$ cat src/sv/pbcs_pkg.sv
package pbcs_pkg;

    // Default table size and fixed field widths
    localparam int SLOTS_DEF  = 8;
    localparam int SLOT_W     = 3;
    localparam int TYPE_W     = 4;
    localparam int CFG_IDX_W  = 2;
    localparam int CFG_DATA_W = 64;
    localparam int MASK_REGS  = 4;

    // Command codes
    localparam logic [2:0] KIND_ADD    = 3'd0;
    localparam logic [2:0] KIND_MOVE   = 3'd1;
    localparam logic [2:0] KIND_DELETE = 3'd2;
    localparam logic [2:0] KIND_SCAN   = 3'd3;
    localparam logic [2:0] KIND_CLEAR  = 3'd4;

    // Mask register indexes
    localparam logic [CFG_IDX_W-1:0] CFG_MASK_0_3   = 2'd0;
    localparam logic [CFG_IDX_W-1:0] CFG_MASK_4_7   = 2'd1;
    localparam logic [CFG_IDX_W-1:0] CFG_MASK_8_11  = 2'd2;
    localparam logic [CFG_IDX_W-1:0] CFG_MASK_12_15 = 2'd3;

    typedef struct packed {
        logic [2:0]        kind;
        logic [SLOT_W-1:0] slot;
        logic signed [15:0] box_x;
        logic signed [15:0] box_y;
        logic [14:0]       box_w;
        logic [14:0]       box_h;
        logic [TYPE_W-1:0] box_type;
        logic              has_listener;
    } in_t;

    typedef struct packed {
        logic [SLOT_W-1:0] self_slot;
        logic [SLOT_W-1:0] other_slot;
        logic              is_collision;
        logic              table_full;
        logic              last;
    } out_t;

    typedef struct packed {
        logic signed [15:0] x;
        logic signed [15:0] y;
        logic [14:0]        w;
        logic [14:0]        h;
    } box_t;

    typedef struct packed {
        logic              listener;
        logic [TYPE_W-1:0] typ;
    } kind_t;

endpackage

$ cat src/sv/pbcs_overlap.sv
module pbcs_overlap
    import pbcs_pkg::*;
(
    input  box_t a,
    input  box_t b,
    output logic hit
);

    logic signed [16:0] a_right, a_bottom, b_right, b_bottom;
    logic signed [16:0] ax, ay, bx, by;

    // Extend edges and form far edges
    always_comb
    begin
        ax       = 17'(a.x);
        ay       = 17'(a.y);
        bx       = 17'(b.x);
        by       = 17'(b.y);
        a_right  = ax + $signed({2'b00, a.w});
        a_bottom = ay + $signed({2'b00, a.h});
        b_right  = bx + $signed({2'b00, b.w});
        b_bottom = by + $signed({2'b00, b.h});
    end

    // Strict overlap on both axes
    assign hit = (ax < b_right) && (bx < a_right) && (ay < b_bottom) && (by < a_bottom);

endmodule

$ cat src/sv/pbcs_table.sv
module pbcs_table
    import pbcs_pkg::*;
#(
    parameter int SLOTS = SLOTS_DEF,
    parameter int IDX_W = (SLOTS > 1) ? $clog2(SLOTS) : 1
)
(
    input  logic             clk,
    input  logic             wr_box_en,
    input  logic             wr_kind_en,
    input  logic [IDX_W-1:0] wr_addr,
    input  box_t             wr_box,
    input  kind_t            wr_kind,
    input  logic [IDX_W-1:0] rd_addr_a,
    input  logic [IDX_W-1:0] rd_addr_b,
    output box_t             rd_box_a,
    output box_t             rd_box_b,
    output kind_t            rd_kind_a,
    output kind_t            rd_kind_b
);

    box_t  box_mem  [SLOTS];
    kind_t kind_mem [SLOTS];

    // Write one entry per cycle
    always_ff @(posedge clk)
    begin
        if (wr_box_en)
        begin
            box_mem[wr_addr] <= wr_box;
        end
        if (wr_kind_en)
        begin
            kind_mem[wr_addr] <= wr_kind;
        end
    end

    // Registered reads at the pair addresses
    always_ff @(posedge clk)
    begin
        rd_box_a  <= box_mem[rd_addr_a];
        rd_box_b  <= box_mem[rd_addr_b];
        rd_kind_a <= kind_mem[rd_addr_a];
        rd_kind_b <= kind_mem[rd_addr_b];
    end

endmodule

$ cat src/sv/pairwise_box_collision_scan.sv
// Channel   Direction  Handshake             Payload
// in        input      in_valid / in_stall   in_data   (in_t: one command request)
// out       output     out_valid / out_stall out_data  (out_t: one result)
// cfg       input      cfg_valid / cfg_ready cfg_index, cfg_data (type mask rows)
//
// A request is taken in idle, then executed in the next cycle; add, move, delete and
// clear finish there (add also needs the output register free). A scan walks slot pairs
// i<k over one shared overlap comparator reading the slot memory: a pair with a free
// slot is skipped in ST_PAIR, a used pair passes ST_PAIR and ST_CMP, and an overlapping
// pair then passes ST_REP_A and ST_REP_B (one per report direction, sent or not); the
// scan starts in ST_CMD and ends with the done item sent from ST_DONE.
// Reset (rst_n low) frees every slot and clears the masks; a stalled output holds the
// sequencer only in a state with a new result to send, until the pending result is taken.
module pairwise_box_collision_scan
    import pbcs_pkg::*;
#(
    parameter int SLOTS = SLOTS_DEF
)
(
    input  logic                  clk,
    input  logic                  rst_n,
    input  logic                  in_valid,
    output logic                  in_stall,
    input  in_t                   in_data,
    output logic                  out_valid,
    input  logic                  out_stall,
    output out_t                  out_data,
    input  logic                  cfg_valid,
    output logic                  cfg_ready,
    input  logic [CFG_IDX_W-1:0]  cfg_index,
    input  logic [CFG_DATA_W-1:0] cfg_data
);

    localparam int IDX_W = (SLOTS > 1) ? $clog2(SLOTS) : 1;
    localparam logic [IDX_W-1:0] I_LAST = IDX_W'(SLOTS - 2);
    localparam logic [IDX_W-1:0] K_LAST = IDX_W'(SLOTS - 1);

    typedef enum logic [2:0] {
        ST_IDLE,
        ST_CMD,
        ST_PAIR,
        ST_CMP,
        ST_REP_A,
        ST_REP_B,
        ST_DONE
    } state_t;

    state_t                state_reg, state_next;
    in_t                   req_reg, req_next;
    logic [IDX_W-1:0]      i_reg, i_next;
    logic [IDX_W-1:0]      k_reg, k_next;
    logic [SLOTS-1:0]      used_reg, used_next;
    logic [SLOTS-1:0]      marked_reg, marked_next;
    logic                  out_valid_reg, out_valid_next;
    out_t                  out_data_reg, out_data_next;
    logic [CFG_DATA_W-1:0] mask_reg [MASK_REGS];

    logic [MASK_REGS*CFG_DATA_W-1:0] mask_flat;
    logic                  out_free;
    logic                  free_found;
    logic [IDX_W-1:0]      free_idx;
    logic                  slot_ok;
    logic [IDX_W-1:0]      slot_idx;
    logic                  last_pair;
    logic [IDX_W-1:0]      adv_i, adv_k;
    logic                  hit;
    logic                  rep_a, rep_b;

    logic                  wr_box_en, wr_kind_en;
    logic [IDX_W-1:0]      wr_addr;
    box_t                  wr_box;
    kind_t                 wr_kind;
    box_t                  rd_box_a, rd_box_b;
    kind_t                 rd_kind_a, rd_kind_b;

    pbcs_table #(
        .SLOTS (SLOTS),
        .IDX_W (IDX_W)
    ) u_table (
        .clk        (clk),
        .wr_box_en  (wr_box_en),
        .wr_kind_en (wr_kind_en),
        .wr_addr    (wr_addr),
        .wr_box     (wr_box),
        .wr_kind    (wr_kind),
        .rd_addr_a  (i_reg),
        .rd_addr_b  (k_reg),
        .rd_box_a   (rd_box_a),
        .rd_box_b   (rd_box_b),
        .rd_kind_a  (rd_kind_a),
        .rd_kind_b  (rd_kind_b)
    );

    pbcs_overlap u_overlap (
        .a   (rd_box_a),
        .b   (rd_box_b),
        .hit (hit)
    );

    // Handshake outputs
    assign in_stall  = (state_reg != ST_IDLE);
    assign cfg_ready = 1'b1;
    assign out_valid = out_valid_reg;
    assign out_data  = out_data_reg;
    assign out_free  = !out_valid_reg || !out_stall;

    // Type mask registers
    always_ff @(posedge clk or negedge rst_n)
    begin
        if (!rst_n)
        begin
            for (int r = 0; r < MASK_REGS; r++)
            begin
                mask_reg[r] <= '0;
            end
        end
        else if (cfg_valid && cfg_ready)
        begin
            case (cfg_index)
                CFG_MASK_0_3:   mask_reg[0] <= cfg_data;
                CFG_MASK_4_7:   mask_reg[1] <= cfg_data;
                CFG_MASK_8_11:  mask_reg[2] <= cfg_data;
                CFG_MASK_12_15: mask_reg[3] <= cfg_data;
                default: ;
            endcase
        end
    end

    assign mask_flat = {mask_reg[3], mask_reg[2], mask_reg[1], mask_reg[0]};

    // Report rule for both directions of the current pair
    assign rep_a = rd_kind_a.listener && mask_flat[{rd_kind_a.typ, rd_kind_b.typ}];
    assign rep_b = rd_kind_b.listener && mask_flat[{rd_kind_b.typ, rd_kind_a.typ}];

    // Lowest free slot
    always_comb
    begin
        free_found = 1'b0;
        free_idx   = '0;
        for (int s = SLOTS - 1; s >= 0; s--)
        begin
            if (!used_reg[s])
            begin
                free_found = 1'b1;
                free_idx   = IDX_W'(s);
            end
        end
    end

    assign slot_ok  = (int'(req_reg.slot) < SLOTS);
    assign slot_idx = req_reg.slot[IDX_W-1:0];

    // Pair walk order
    assign last_pair = (i_reg == I_LAST) && (k_reg == K_LAST);
    always_comb
    begin
        if (k_reg == K_LAST)
        begin
            adv_i = i_reg + 1'b1;
            adv_k = IDX_W'(int'(i_reg) + 2);
        end
        else
        begin
            adv_i = i_reg;
            adv_k = k_reg + 1'b1;
        end
    end

    // Sequencer next state
    always_comb
    begin
        state_next     = state_reg;
        req_next       = req_reg;
        i_next         = i_reg;
        k_next         = k_reg;
        used_next      = used_reg;
        marked_next    = marked_reg;
        out_valid_next = out_valid_reg && out_stall;
        out_data_next  = out_data_reg;
        wr_box_en      = 1'b0;
        wr_kind_en     = 1'b0;
        wr_addr        = free_idx;
        wr_box         = '{x: req_reg.box_x, y: req_reg.box_y,
                           w: req_reg.box_w, h: req_reg.box_h};
        wr_kind        = '{listener: req_reg.has_listener, typ: req_reg.box_type};

        case (state_reg)
            ST_IDLE:
            begin
                if (in_valid)
                begin
                    req_next   = in_data;
                    state_next = ST_CMD;
                end
            end

            ST_CMD:
            begin
                case (req_reg.kind)
                    KIND_ADD:
                    begin
                        if (out_free)
                        begin
                            out_valid_next = 1'b1;
                            out_data_next  = '0;
                            out_data_next.last = 1'b1;
                            if (free_found)
                            begin
                                wr_box_en  = 1'b1;
                                wr_kind_en = 1'b1;
                                used_next[free_idx]   = 1'b1;
                                marked_next[free_idx] = 1'b0;
                                out_data_next.self_slot = SLOT_W'(free_idx);
                            end
                            else
                            begin
                                out_data_next.table_full = 1'b1;
                            end
                            state_next = ST_IDLE;
                        end
                    end
                    KIND_MOVE:
                    begin
                        wr_addr    = slot_idx;
                        wr_box_en  = slot_ok;
                        state_next = ST_IDLE;
                    end
                    KIND_DELETE:
                    begin
                        if (slot_ok && used_reg[slot_idx])
                        begin
                            marked_next[slot_idx] = 1'b1;
                        end
                        state_next = ST_IDLE;
                    end
                    KIND_SCAN:
                    begin
                        used_next   = used_reg & ~marked_reg;
                        marked_next = '0;
                        i_next      = '0;
                        k_next      = IDX_W'(1);
                        state_next  = ST_PAIR;
                    end
                    KIND_CLEAR:
                    begin
                        used_next   = '0;
                        marked_next = '0;
                        state_next  = ST_IDLE;
                    end
                    default:
                    begin
                        state_next = ST_IDLE;
                    end
                endcase
            end

            // Skip pairs with a free slot; otherwise wait for the read data
            ST_PAIR:
            begin
                if (used_reg[i_reg] && used_reg[k_reg])
                begin
                    state_next = ST_CMP;
                end
                else
                begin
                    i_next     = adv_i;
                    k_next     = adv_k;
                    state_next = last_pair ? ST_DONE : ST_PAIR;
                end
            end

            ST_CMP:
            begin
                if (hit)
                begin
                    state_next = ST_REP_A;
                end
                else
                begin
                    i_next     = adv_i;
                    k_next     = adv_k;
                    state_next = last_pair ? ST_DONE : ST_PAIR;
                end
            end

            // Report i to k
            ST_REP_A:
            begin
                if (!rep_a)
                begin
                    state_next = ST_REP_B;
                end
                else if (out_free)
                begin
                    out_valid_next = 1'b1;
                    out_data_next  = '{self_slot: SLOT_W'(i_reg), other_slot: SLOT_W'(k_reg),
                                       is_collision: 1'b1, table_full: 1'b0, last: 1'b0};
                    state_next     = ST_REP_B;
                end
            end

            // Report k to i, then advance
            ST_REP_B:
            begin
                if (!rep_b || out_free)
                begin
                    if (rep_b)
                    begin
                        out_valid_next = 1'b1;
                        out_data_next  = '{self_slot: SLOT_W'(k_reg),
                                           other_slot: SLOT_W'(i_reg),
                                           is_collision: 1'b1, table_full: 1'b0,
                                           last: 1'b0};
                    end
                    i_next     = adv_i;
                    k_next     = adv_k;
                    state_next = last_pair ? ST_DONE : ST_PAIR;
                end
            end

            ST_DONE:
            begin
                if (out_free)
                begin
                    out_valid_next = 1'b1;
                    out_data_next  = '0;
                    out_data_next.last = 1'b1;
                    state_next     = ST_IDLE;
                end
            end

            default:
            begin
                state_next = ST_IDLE;
            end
        endcase
    end

    // Hold state and registered outputs
    always_ff @(posedge clk or negedge rst_n)
    begin
        if (!rst_n)
        begin
            state_reg     <= ST_IDLE;
            i_reg         <= '0;
            k_reg         <= '0;
            used_reg      <= '0;
            marked_reg    <= '0;
            out_valid_reg <= 1'b0;
        end
        else
        begin
            state_reg     <= state_next;
            i_reg         <= i_next;
            k_reg         <= k_next;
            used_reg      <= used_next;
            marked_reg    <= marked_next;
            out_valid_reg <= out_valid_next;
        end
    end

    // Payload registers
    always_ff @(posedge clk)
    begin
        req_reg      <= req_next;
        out_data_reg <= out_data_next;
    end

endmodule
$ cat config.mk
export PLATFORM = sky130hd
export DESIGN_NAME = pairwise_box_collision_scan
export DESIGN_NICKNAME = d
export VERILOG_FILES = /design/src/sv/pbcs_pkg.sv /design/src/sv/pbcs_overlap.sv /design/src/sv/pbcs_table.sv /design/src/sv/pairwise_box_collision_scan.sv
export SDC_FILE = /design/constraint.sdc
export NUM_CORES = 1
export LEC_CHECK = 0
export BUFFER_PORTS_ARGS = -buffer_cell sky130_fd_sc_hd__buf_2
export CORE_MARGIN = 3
export CORE_UTILIZATION = 46
export DETAILED_ROUTE_END_ITERATION = 6
export PLACE_DENSITY = 0.62
export SLEW_MARGIN = 10
export SYNTH_ARGS = -nofsm -noshare
export SYNTH_HDL_FRONTEND = slang
export SYNTH_SLANG_ARGS = --single-unit
$ cat constraint.sdc
create_clock -name clk -period 5.5 [get_ports clk]
set_clock_uncertainty 0.15 [all_clocks]
set_input_delay 0.825 -clock clk [delete_from_list [all_inputs] [get_ports clk]]
set_output_delay 0.825 -clock clk [all_outputs]
set_load 0.01 [all_outputs]
* After elaboration in Yosys (flattened, before gate mapping)
Memory sizes are Yosys's and may differ from the RTL's. A register that Yosys moved wholly into a read port is not among the register bits. Index checks and enable logic that the tools add are counted.
Word-level totals: register bits after elaboration 364, bits in writable memories 536, output and inout port bits 12, memories kept 2
Cells by class: $add $sub $neg 7, $lt $le $gt $ge 12, equal/unequal tests 30, multiplexer cells 87, bitwise logic cells 6, reductions and logical operators 34
Memory list:
- u_table.box_mem | words 8, bits a word 62, rd ports 2, clocked after Yosys merged registers in 2, write ports 1, line pbcs_table.sv:22 | box_t box_mem [SLOTS];
- u_table.kind_mem | words 8, bits a word 5, rd ports 2, clocked after Yosys merged registers in 2, write ports 1, line pbcs_table.sv:23 | kind_t kind_mem [SLOTS];
Operators by type and width (number):
- two-way mux 3 bit | 29
- adder 16 x 16 -> 17 bit | 4
- < comparator 16 x 17 -> 1 bit | 4
- two-way mux 9 bit | 7
- one-hot mux 8 bit (3 select lines) | 2
- two-way mux 8 bit | 5
- one-hot mux 9 bit (4 select lines) | 1
- two-way mux 1 bit | 30
- != test 2 bit, second input constant | 12
- one-hot mux 3 bit (4 select lines) | 2
- one-hot mux 3 bit (7 select lines) | 1
- equality test 3 bit, second input constant | 6
- < comparator 8 x 9 -> 1 bit, second input constant | 2
- bitwise AND 8 bit | 2
- binary-select mux 1 bit (select 8 bit) | 2
- < comparator 3 x 4 -> 1 bit, second input constant | 4
- NOT 8 bit | 2
- OR 8 bit | 2
- equality test 3 x 2 -> 1 bit, second input constant | 4
- logical AND 1 bit | 10
- AND reduction 2 bit | 5
- AND reduction 5 bit | 2
- binary-select mux 1 bit (select 3 bit) | 3
- nonzero test 3 bit | 3
- other kinds (21) | 32

* Longest topological paths before layout
Gate-level depths: netlist (run 1).
word-level depth 17, gate-level depth with buffers 22

* By module
Synthesis (run 1) repeated with hierarchy kept, for this count alone.
Second synthesis, totals: cells, all modules 3015, area, all modules 50498.4 µm²
Modules (own cells, without submodules):
- pbcs_table | times used 1, cells an instance 1169, area each 27565.2 µm²
- pairwise_box_collision_scan | times used 1, cells an instance 1279, area each 18617.9 µm²
- pbcs_overlap | times used 1, cells an instance 567, area each 4315.4 µm²

* Least setup slack after synthesis (run 1)
No wires, ideal clock.
path type reg2reg, from reg state_reg[1], to mem u_table.box_mem[4][0] (netlist bit), enable pin, library setup time 482 ps, arrival 4134 ps, required time 4868 ps, path slack 734 ps, cell stages (with the launch flop) 9, path buffers 1, cell sequence dfrtp_1 > clkbuf_1 > nor2_1 > nand2_1 > nor4_1 > nand3_1 > nand2_1 > nand2_1 > nor2_1
On the way: longest elaborated chain between the ends 4, elaborated cells on any way between the ends 5
Ends and longest elaborated chain:
- start: declaration | line pairwise_box_collision_scan.sv:48 | state_t state_reg, state_next;
- start signal: assignment | line pairwise_box_collision_scan.sv:353 | state_reg <= state_next;
- equality test 3 x 1 -> 1 bit * | line pairwise_box_collision_scan.sv:187 | case (state_reg)
- two-way mux 1 bit | line pairwise_box_collision_scan.sv:187
- two-way mux 1 bit | line pbcs_table.sv:28 | if (wr_box_en)
- two-way mux 1 bit (implied by the code) | line pbcs_table.sv:30 | box_mem[wr_addr] <= wr_box;
- end: declaration | line pbcs_table.sv:22
Mark *: on every way between the ends. The rest lies on a longest branch, timed or not.

* Worst setup path after layout (run 1)
from reg u_table.rd_box_b[46] (netlist name), to reg k_reg[2]
On the way: longest elaborated chain between the ends 7, elaborated cells on any way between the ends 8
Ends and longest elaborated chain:
- adder 16 x 16 -> 17 bit | line pbcs_overlap.sv:21 | b_right = bx + $signed({2'b00, b.w});
- < comparator 16 x 17 -> 1 bit | line pbcs_overlap.sv:26 | assign hit = (ax < b_right) && (bx < a_right) && (ay < b_bottom) && (by < a_bottom);
- logical AND 1 bit * (3 in a row) | line pbcs_overlap.sv:26
- != test 2 bit (no source line) *
- AND reduction 5 bit (no source line) *
- end signal: assignment | line pairwise_box_collision_scan.sv:355 | k_reg <= k_next;
- end: declaration | line pairwise_box_collision_scan.sv:51 | logic [IDX_W-1:0] k_reg, k_next;
Marked as above. A chain may end at the register's enable or synchronous reset.

==> impl_results.md, run 1 <==
* Clk_lat worst skew at 0.70 ns
* Setup CP Type: reg -> reg
* Slew Limit Fails at 0
* Synth async-reset ratio at 27.3%
* Clock transition at path regs at 0.06 ns
* Final setup violating endpoints at 0
* Layout cells sized above 1 at 36.8%
* FF+latch count, synth at 1034
* Hold crit path type: in -> async
* Die area at 0.110 mm²
* Die width at 332 µm
* Max-slew headroom at 25.1%
* R2R Setup Slk at 0.32 ns
* CTS root buf: clkbuf_16
* Top cell type's share of synthesized area at 37.9%
* P&R area growth vs syn at 13.0%
* CTS tree: done
* Vias/cell at 6.02
* Fmax at 0.193 GHz
* Clock Sinks at 1034
* Top post-synthesis cells by count: 618 x edfxtp_1, 392 x mux2_2, 366 x mux4_2
* HPWL after DPL at 77.8 mm
* Setup TNS at 0 ns
* First-pass iteration count of the detailed router at 7
* Final hold vios at 0
* Period utilization at 94.3%
* Critical path launch point type: register
* Row cnt at 119
* WL final at 121 mm
* GRT Total Usage at 21.9%
* Via count at 27702
* Top FF cell, synth: edfxtp_1
* CTS H-tree lvls at 3
* WP data arrival at 5.61 ns
* DRT iter0 DRCs at 1846
* Vias in the first global route at 29883
* Grt ovf at 0
* Synth Cell Area at 0.0489 mm²
* Crit Path Max Fanout at 4
* Synth Area per Inst at 16.5 µm²
* Wire per inst at 26.2 µm
* Port bufs at 154
* Leakage Power at 19.9 nW
* P per Cell Area at 509 mW/mm²
* Post-synthesis cell count at 2959
* Slew @ Worst Pin at 1.12 ns
* Register area share after synthesis at 57.8%
* Yosys cell types at 74
* CORE AREA at 0.105 mm²
* Starting Density at 46.4%
* IO Pins at 156
* Max-cap violation count at 0
* Synth area leaders: edfxtp_1 38%, mux4_2 17%, dfrtp_1 14%, mux2_2 9.0%, dfxtp_1 5.5%
* Clk buf depth at 3
* ANT nets after route at 0
* Mapped Nets at 3235
* Yosys warnings at 0
* Residual DRC at 0
* Unrepaired setup endpoints after global routing: false
* Number of buffers created by CTS at 110
* Tmin final at 5.18 ns
* Max reg flops at 496
* CTS Hold Bufs at 0
* # nets final at 3391
* First-pass GRT wire length at 186 mm
* Peak supply drop at 0.355 mV
* Cell taking the most area after synthesis: edfxtp_1
* Min Hold Slack at 0.0696 ns
* Largest net degree at the start of global routing at 122
* Top-count cell post-synth: edfxtp_1
* Gpl congestion at 0.869
* Outcome: finished, final reports clean
* Crit. End Element: register
* Die Y at 332 µm
* Post-synth EDFFs at 618
* Required time of the worst setup path at 5.93 ns
* Initial antenna violation count at 9
## what timing repair did
item,in CTS,in global routing
endpoints found under the setup margin,3,6
endpoints found under the hold margin,0,0
pin swaps,2,5
buffers inserted,1,0
resized for setup,3,4
## placed cells by master, fill, tap and decap left out, types with 24 or more instances in the layout
cell type and count:
a21oi_1 88, a22oi_1 32, buf_2 153, buf_4 40
clkbuf_1 24, clkbuf_16 113, dfrtp_1 276, dfxtp_1 130
edfxtp_1 618, ha_1 128, inv_1 44, mux2_2 392
mux2i_1 83, mux4_2 366, nand2_1 104, nand3_1 46
nor2_1 57, o21ai_0 51, xnor2_1 28
## kinds of logic (layout without fill, tap and decap cells)
group	count (synthesis)	after routing	share of synthesized area (%)
flops	1034	1034	57.8
mux	844	844	27.7
simple gates	356	356	3.61
compound gates	335	335	4.62
buf+inv	207	458	1.94
fa+ha+maj	132	132	3.44
xor+xnor	50	50	0.895
other cells	1	5	0.00766
## worst paths after layout
path | startpoint | endpoint | cells past startpoint
setup reg to reg | u_table.rd_box_b[46]$_DFF_P_ | k_reg[2]$_DFFE_PN0P_ | 23
min in group clk | in_data[45] | req_reg[45]$_DFFE_PP_ | 1
setup / recovery | u_table.rd_box_b[46]$_DFF_P_ | k_reg[2]$_DFFE_PN0P_ | 23
hold / removal | rst_n | mask_flat[230]$_DFFE_PN0P_ | 1
max in group asynchronous | rst_n | mask_flat[134]$_DFFE_PN0P_ | 2
hold reg to reg | marked_reg[0]$_DFFE_PN0P_ | marked_reg[0]$_DFFE_PN0P_ | 1
## critical path, cell delays in order, from the launching register on
cell and delay (ns):
dfxtp_1 0.33, ha_1 0.17, inv_1 0.06, fa_1 0.41, nor2b_1 0.12, o21ai_1 0.09, a21oi_1 0.18, o21ai_1 0.13
a21boi_2 0.19, o2111ai_2 0.18, a31oi_2 0.21, a41oi_1 0.18, o31ai_1 0.13, ha_1 0.31, a21o_1 0.19, a2111oi_1 0.42
o221ai_1 0.16, nor3_1 0.17, o211ai_1 0.24, nor4_1 0.29, buf_4 0.18, o21a_1 0.19, nor2_4 0.06, mux2_1 0.31
## routing by layer
| metal | track usage [%] | vias to the layer above | part of all wire (%) |
|---|---|---|---|
| met5 | 0 | - | 0.018 |
| met4 | 6.37 | 4 | 2.8 |
| met3 | 3.27 | 209 | 4.6 |
| met2 | 38.2 | 749 | 51 |
| met1 | 28.6 | 14521 | 41 |
| li1 | - | 12219 | - |
## per-stage QoR
step | setup slack (ns) | util (%) | instance area, µm² | std cells | power, mW
3_3_place_gp | 0.214 | 48.7 | 51300 | 4393 | 20.1
4_1_cts | 0.0129 | 52.4 | 55300 | 4601 | 28.4
5_1_grt | 0.0230 | 52.5 | 55300 | 4602 | 29.8
6_report | 0.315 | 52.5 | 55300 | 4605 | 28.2
2_1_floorplan | 0.734 | - | 48900 | 2959 | 17.6
3_5_place_dp | 0.0254 | 48.7 | 51300 | 4393 | 20.4
## power breakdown
group,switching [mW],internal (mW)
logic,4.75,4.78
registers,1.30,9.46
clock network,3.12,4.77
total,9.16,19.0
## area by class of cell
class,instances,area (µm²)
Clock buffer,151,3110
Multi-Input combinational cell,1718,19800
Clock inverter,56,813
Antenna cell,4,10.0
Fill cell,8502,50100
Inverter,44,165
Timing Repair Buffer,207,1340
Sequential cell,1034,28300
Tap cell,1391,1740
(Power assumes the default switching activity.)
==> run 2, diff against run 1 <==
ABC_AREA = 1   (was default)
CORE_MARGIN = default   (was 3)
CTS_CLUSTER_DIAMETER = 60   (was default)
==> impl_results.md, run 2 <==
* P&R area growth vs syn at 11.4%
* Largest net degree at the start of global routing at 172
* Max reg flops at 496
* First-pass GRT wire length at 234 mm
* Sequential Power Share at 34.6%
* First-pass iteration count of the detailed router at 7
* Register area share after synthesis at 56.0%
* Sequential cell area at 0.0283 mm²
* Min Hold Slack at 0.0363 ns
* Die area at 0.111 mm²
* Clock Sinks at 1034
* Unrepaired setup endpoints after global routing: false
* Yosys warnings at 0
* R2R Setup Slk at 0.76 ns
* Final hold vios at 0
* CP delay by family, top: simple AND/OR/NAND/NOR gates
* Clock share of power at 25.7%
* Met3 wire len at 9.71 mm
* Number of buffers created by CTS at 116
* WP data arrival at 5.22 ns
* Row cnt at 121
* GRT Total Usage at 27.1%
* Slowest stage delay, CP at 0.43 ns
* Outcome: finished with violations
* Grt ovf at 0
* Die width at 333 µm
* Hold crit path type: in -> async
* Initial antenna violation count at 5
* CTS root buf: clkbuf_16
* Clk_lat worst skew at 0.72 ns
* Logic pwr share at 39.7%
* Fmax at 0.211 GHz
* WL final at 152 mm
* Failing checks: design-rule violations
* DRT iter0 DRCs at 4404
* Via count at 41218
* P per Cell Area at 550 mW/mm²
* Synth area leaders: edfxtp_1 37%, dfrtp_1 14%, o21ai_0 9.0%, nand2_1 8.9%, dfxtp_1 5.3%
* Post-synth EDFFs at 618
* Max-slew headroom at 21.6%
* Leakage Power at 22.6 nW
* CTS tree: done
* Tmin final at 4.74 ns
* Vias in the first global route at 39661
* Commonest non-fill, non-tap cell in the layout: nand2_1
* Die Y at 333 µm
* Slew @ Worst Pin at 1.18 ns
* Clock transition at path regs at 0.06 ns
* Top post-synthesis cells by count: 1196 x nand2_1, 913 x o21ai_0, 618 x edfxtp_1
* Top FF cell, synth: edfxtp_1
* ANT nets after route at 0
* CTS Hold Bufs at 0
* Final setup violating endpoints at 0
* HPWL after DPL at 90.7 mm
* Most common cell type on the critical path: nand2_1
* Crit Path Max Fanout at 6
* Critical path launch point type: register
* Net switching power at 12.7 mW
* Residual DRC at 2
* Period utilization at 86.2%
* Synth async-reset ratio at 27.3%
* Yosys cell types at 47
* Cell taking the most area after synthesis: edfxtp_1
* Crit. End Element: register
* Starting Density at 46.4%
* CTS H-tree lvls at 3
* Vias/cell at 5.79
* Slowest stage cell, crit path: fa_1
* Mapped Nets at 5921
* Max-cap violation count at 0
* Port bufs at 154
* Setup TNS at 0 ns
* Layout cells sized above 1 at 7.77%
* Synth Area per Inst at 8.95 µm²
* Slew Limit Fails at 0
* CORE AREA at 0.109 mm²
* IO Pins at 156
* Top cell type's share of synthesized area at 36.8%
* # nets final at 5878
* Wire per inst at 21.3 µm
* Peak supply drop at 0.333 mV
* Top-count cell post-synth: nand2_1
* Most frequent cells in the layout: 1196 x nand2_1, 913 x o21ai_0, 618 x edfxtp_1, 514 x nand3_1, 419 x a21oi_1
* Highest routed layer: met4
* Synth Cell Area at 0.0505 mm²
* Clk buf depth at 3
* WP buf/inv at 3
* Post-CTS Setup Bufs at 0
* CTS resizes at 0
* Setup CP Type: reg -> reg
* Area of the multi-input gates at 0.0192 mm²
* Post-synthesis cell count at 5645
* Gpl congestion at 0.905
* FF+latch count, synth at 1034
* Fillers at 9854
* Metal2 WL at 73.7 mm
* Sw frac at 41.0%
* Routed met1 length at 63.5 mm
* P_int at 18.3 mW
* Required time of the worst setup path at 5.98 ns
run 2: cell count changes after synthesis, sizes merged, moves of 204 or more:
cell | previous run | this run
a21oi | 88 | 419
inv | 44 | 399
mux2 | 394 | 0
mux4 | 367 | 0
nand2 | 104 | 1197
nand3 | 47 | 519
nor2 | 68 | 272
o21ai | 54 | 922
run 2: power groups by stage:
stage               Clock [mW]  Sequential (mW)  Combinational, mW
floorplan                    0             10.2               8.86
global placement             0             10.8               12.0
detailed placement           0             10.8               12.1
CTS                       8.07             10.7               12.2
global route              8.35             10.8               13.8
finish                    7.96             10.7               12.3
run 2: per-stage QoR:
step	worst slack, ns	cells	instance area [µm²]	total power, mW	util [%]
2_1_floorplan	0.651	5645	50500	19.1	-
3_3_place_gp	0.824	6898	52300	22.8	48.1
3_5_place_dp	0.711	6898	52300	23.0	48.1
4_1_cts	0.691	7116	56300	31.0	51.7
5_1_grt	0.210	7116	56300	33.0	51.7
6_report	0.760	7118	56300	31.0	51.7
run 2: routing by layer:
metal / vias up / GRT usage (%)
met5: - / 0
met4: 0 / 9.82
met1: 19722 / 36.0
met3: 328 / 3.15
met2: 1709 / 45.6
li1: 19459 / -
run 2: final timing paths:
path	cells after the start	endpoint	startpoint
max	27	k_reg[1]$_DFFE_PN0P_	u_table.rd_box_a[46]$_DFF_P_
min	1	mask_flat[135]$_DFFE_PN0P_	rst_n
max reg2reg	27	k_reg[1]$_DFFE_PN0P_	u_table.rd_box_a[46]$_DFF_P_
min reg2reg	2	marked_reg[2]$_DFFE_PN0P_	marked_reg[2]$_DFFE_PN0P_
max in group asynchronous	2	mask_flat[106]$_DFFE_PN0P_	rst_n
min in group clk	1	req_reg[45]$_DFFE_PP_	in_data[45]
run 2: cell type report:
| type | count | area share, % |
|---|---|---|
| flip-flops and latches | 1034 | 50.3 |
| multi-input cells | 3824 | 34.1 |
| clock buffers | 150 | 5.64 |
| well taps | 1414 | 3.14 |
| inverters | 406 | 2.75 |
| repair buffers | 220 | 2.62 |
| clock inverters | 68 | 1.37 |
| diodes | 2 | 0.00889 |
run 2: cells by family after synthesis:
group	count (synthesis)	synth area share, %
AOI/OAI and AO/OA	1608	16.9
xor gates and xnor gates	55	0.954
adders and majority gates	132	3.33
buffers and inverters	787	6.17
DFF	1034	56.0
other	1	0.00743
and+or+nand+nor	2028	16.6
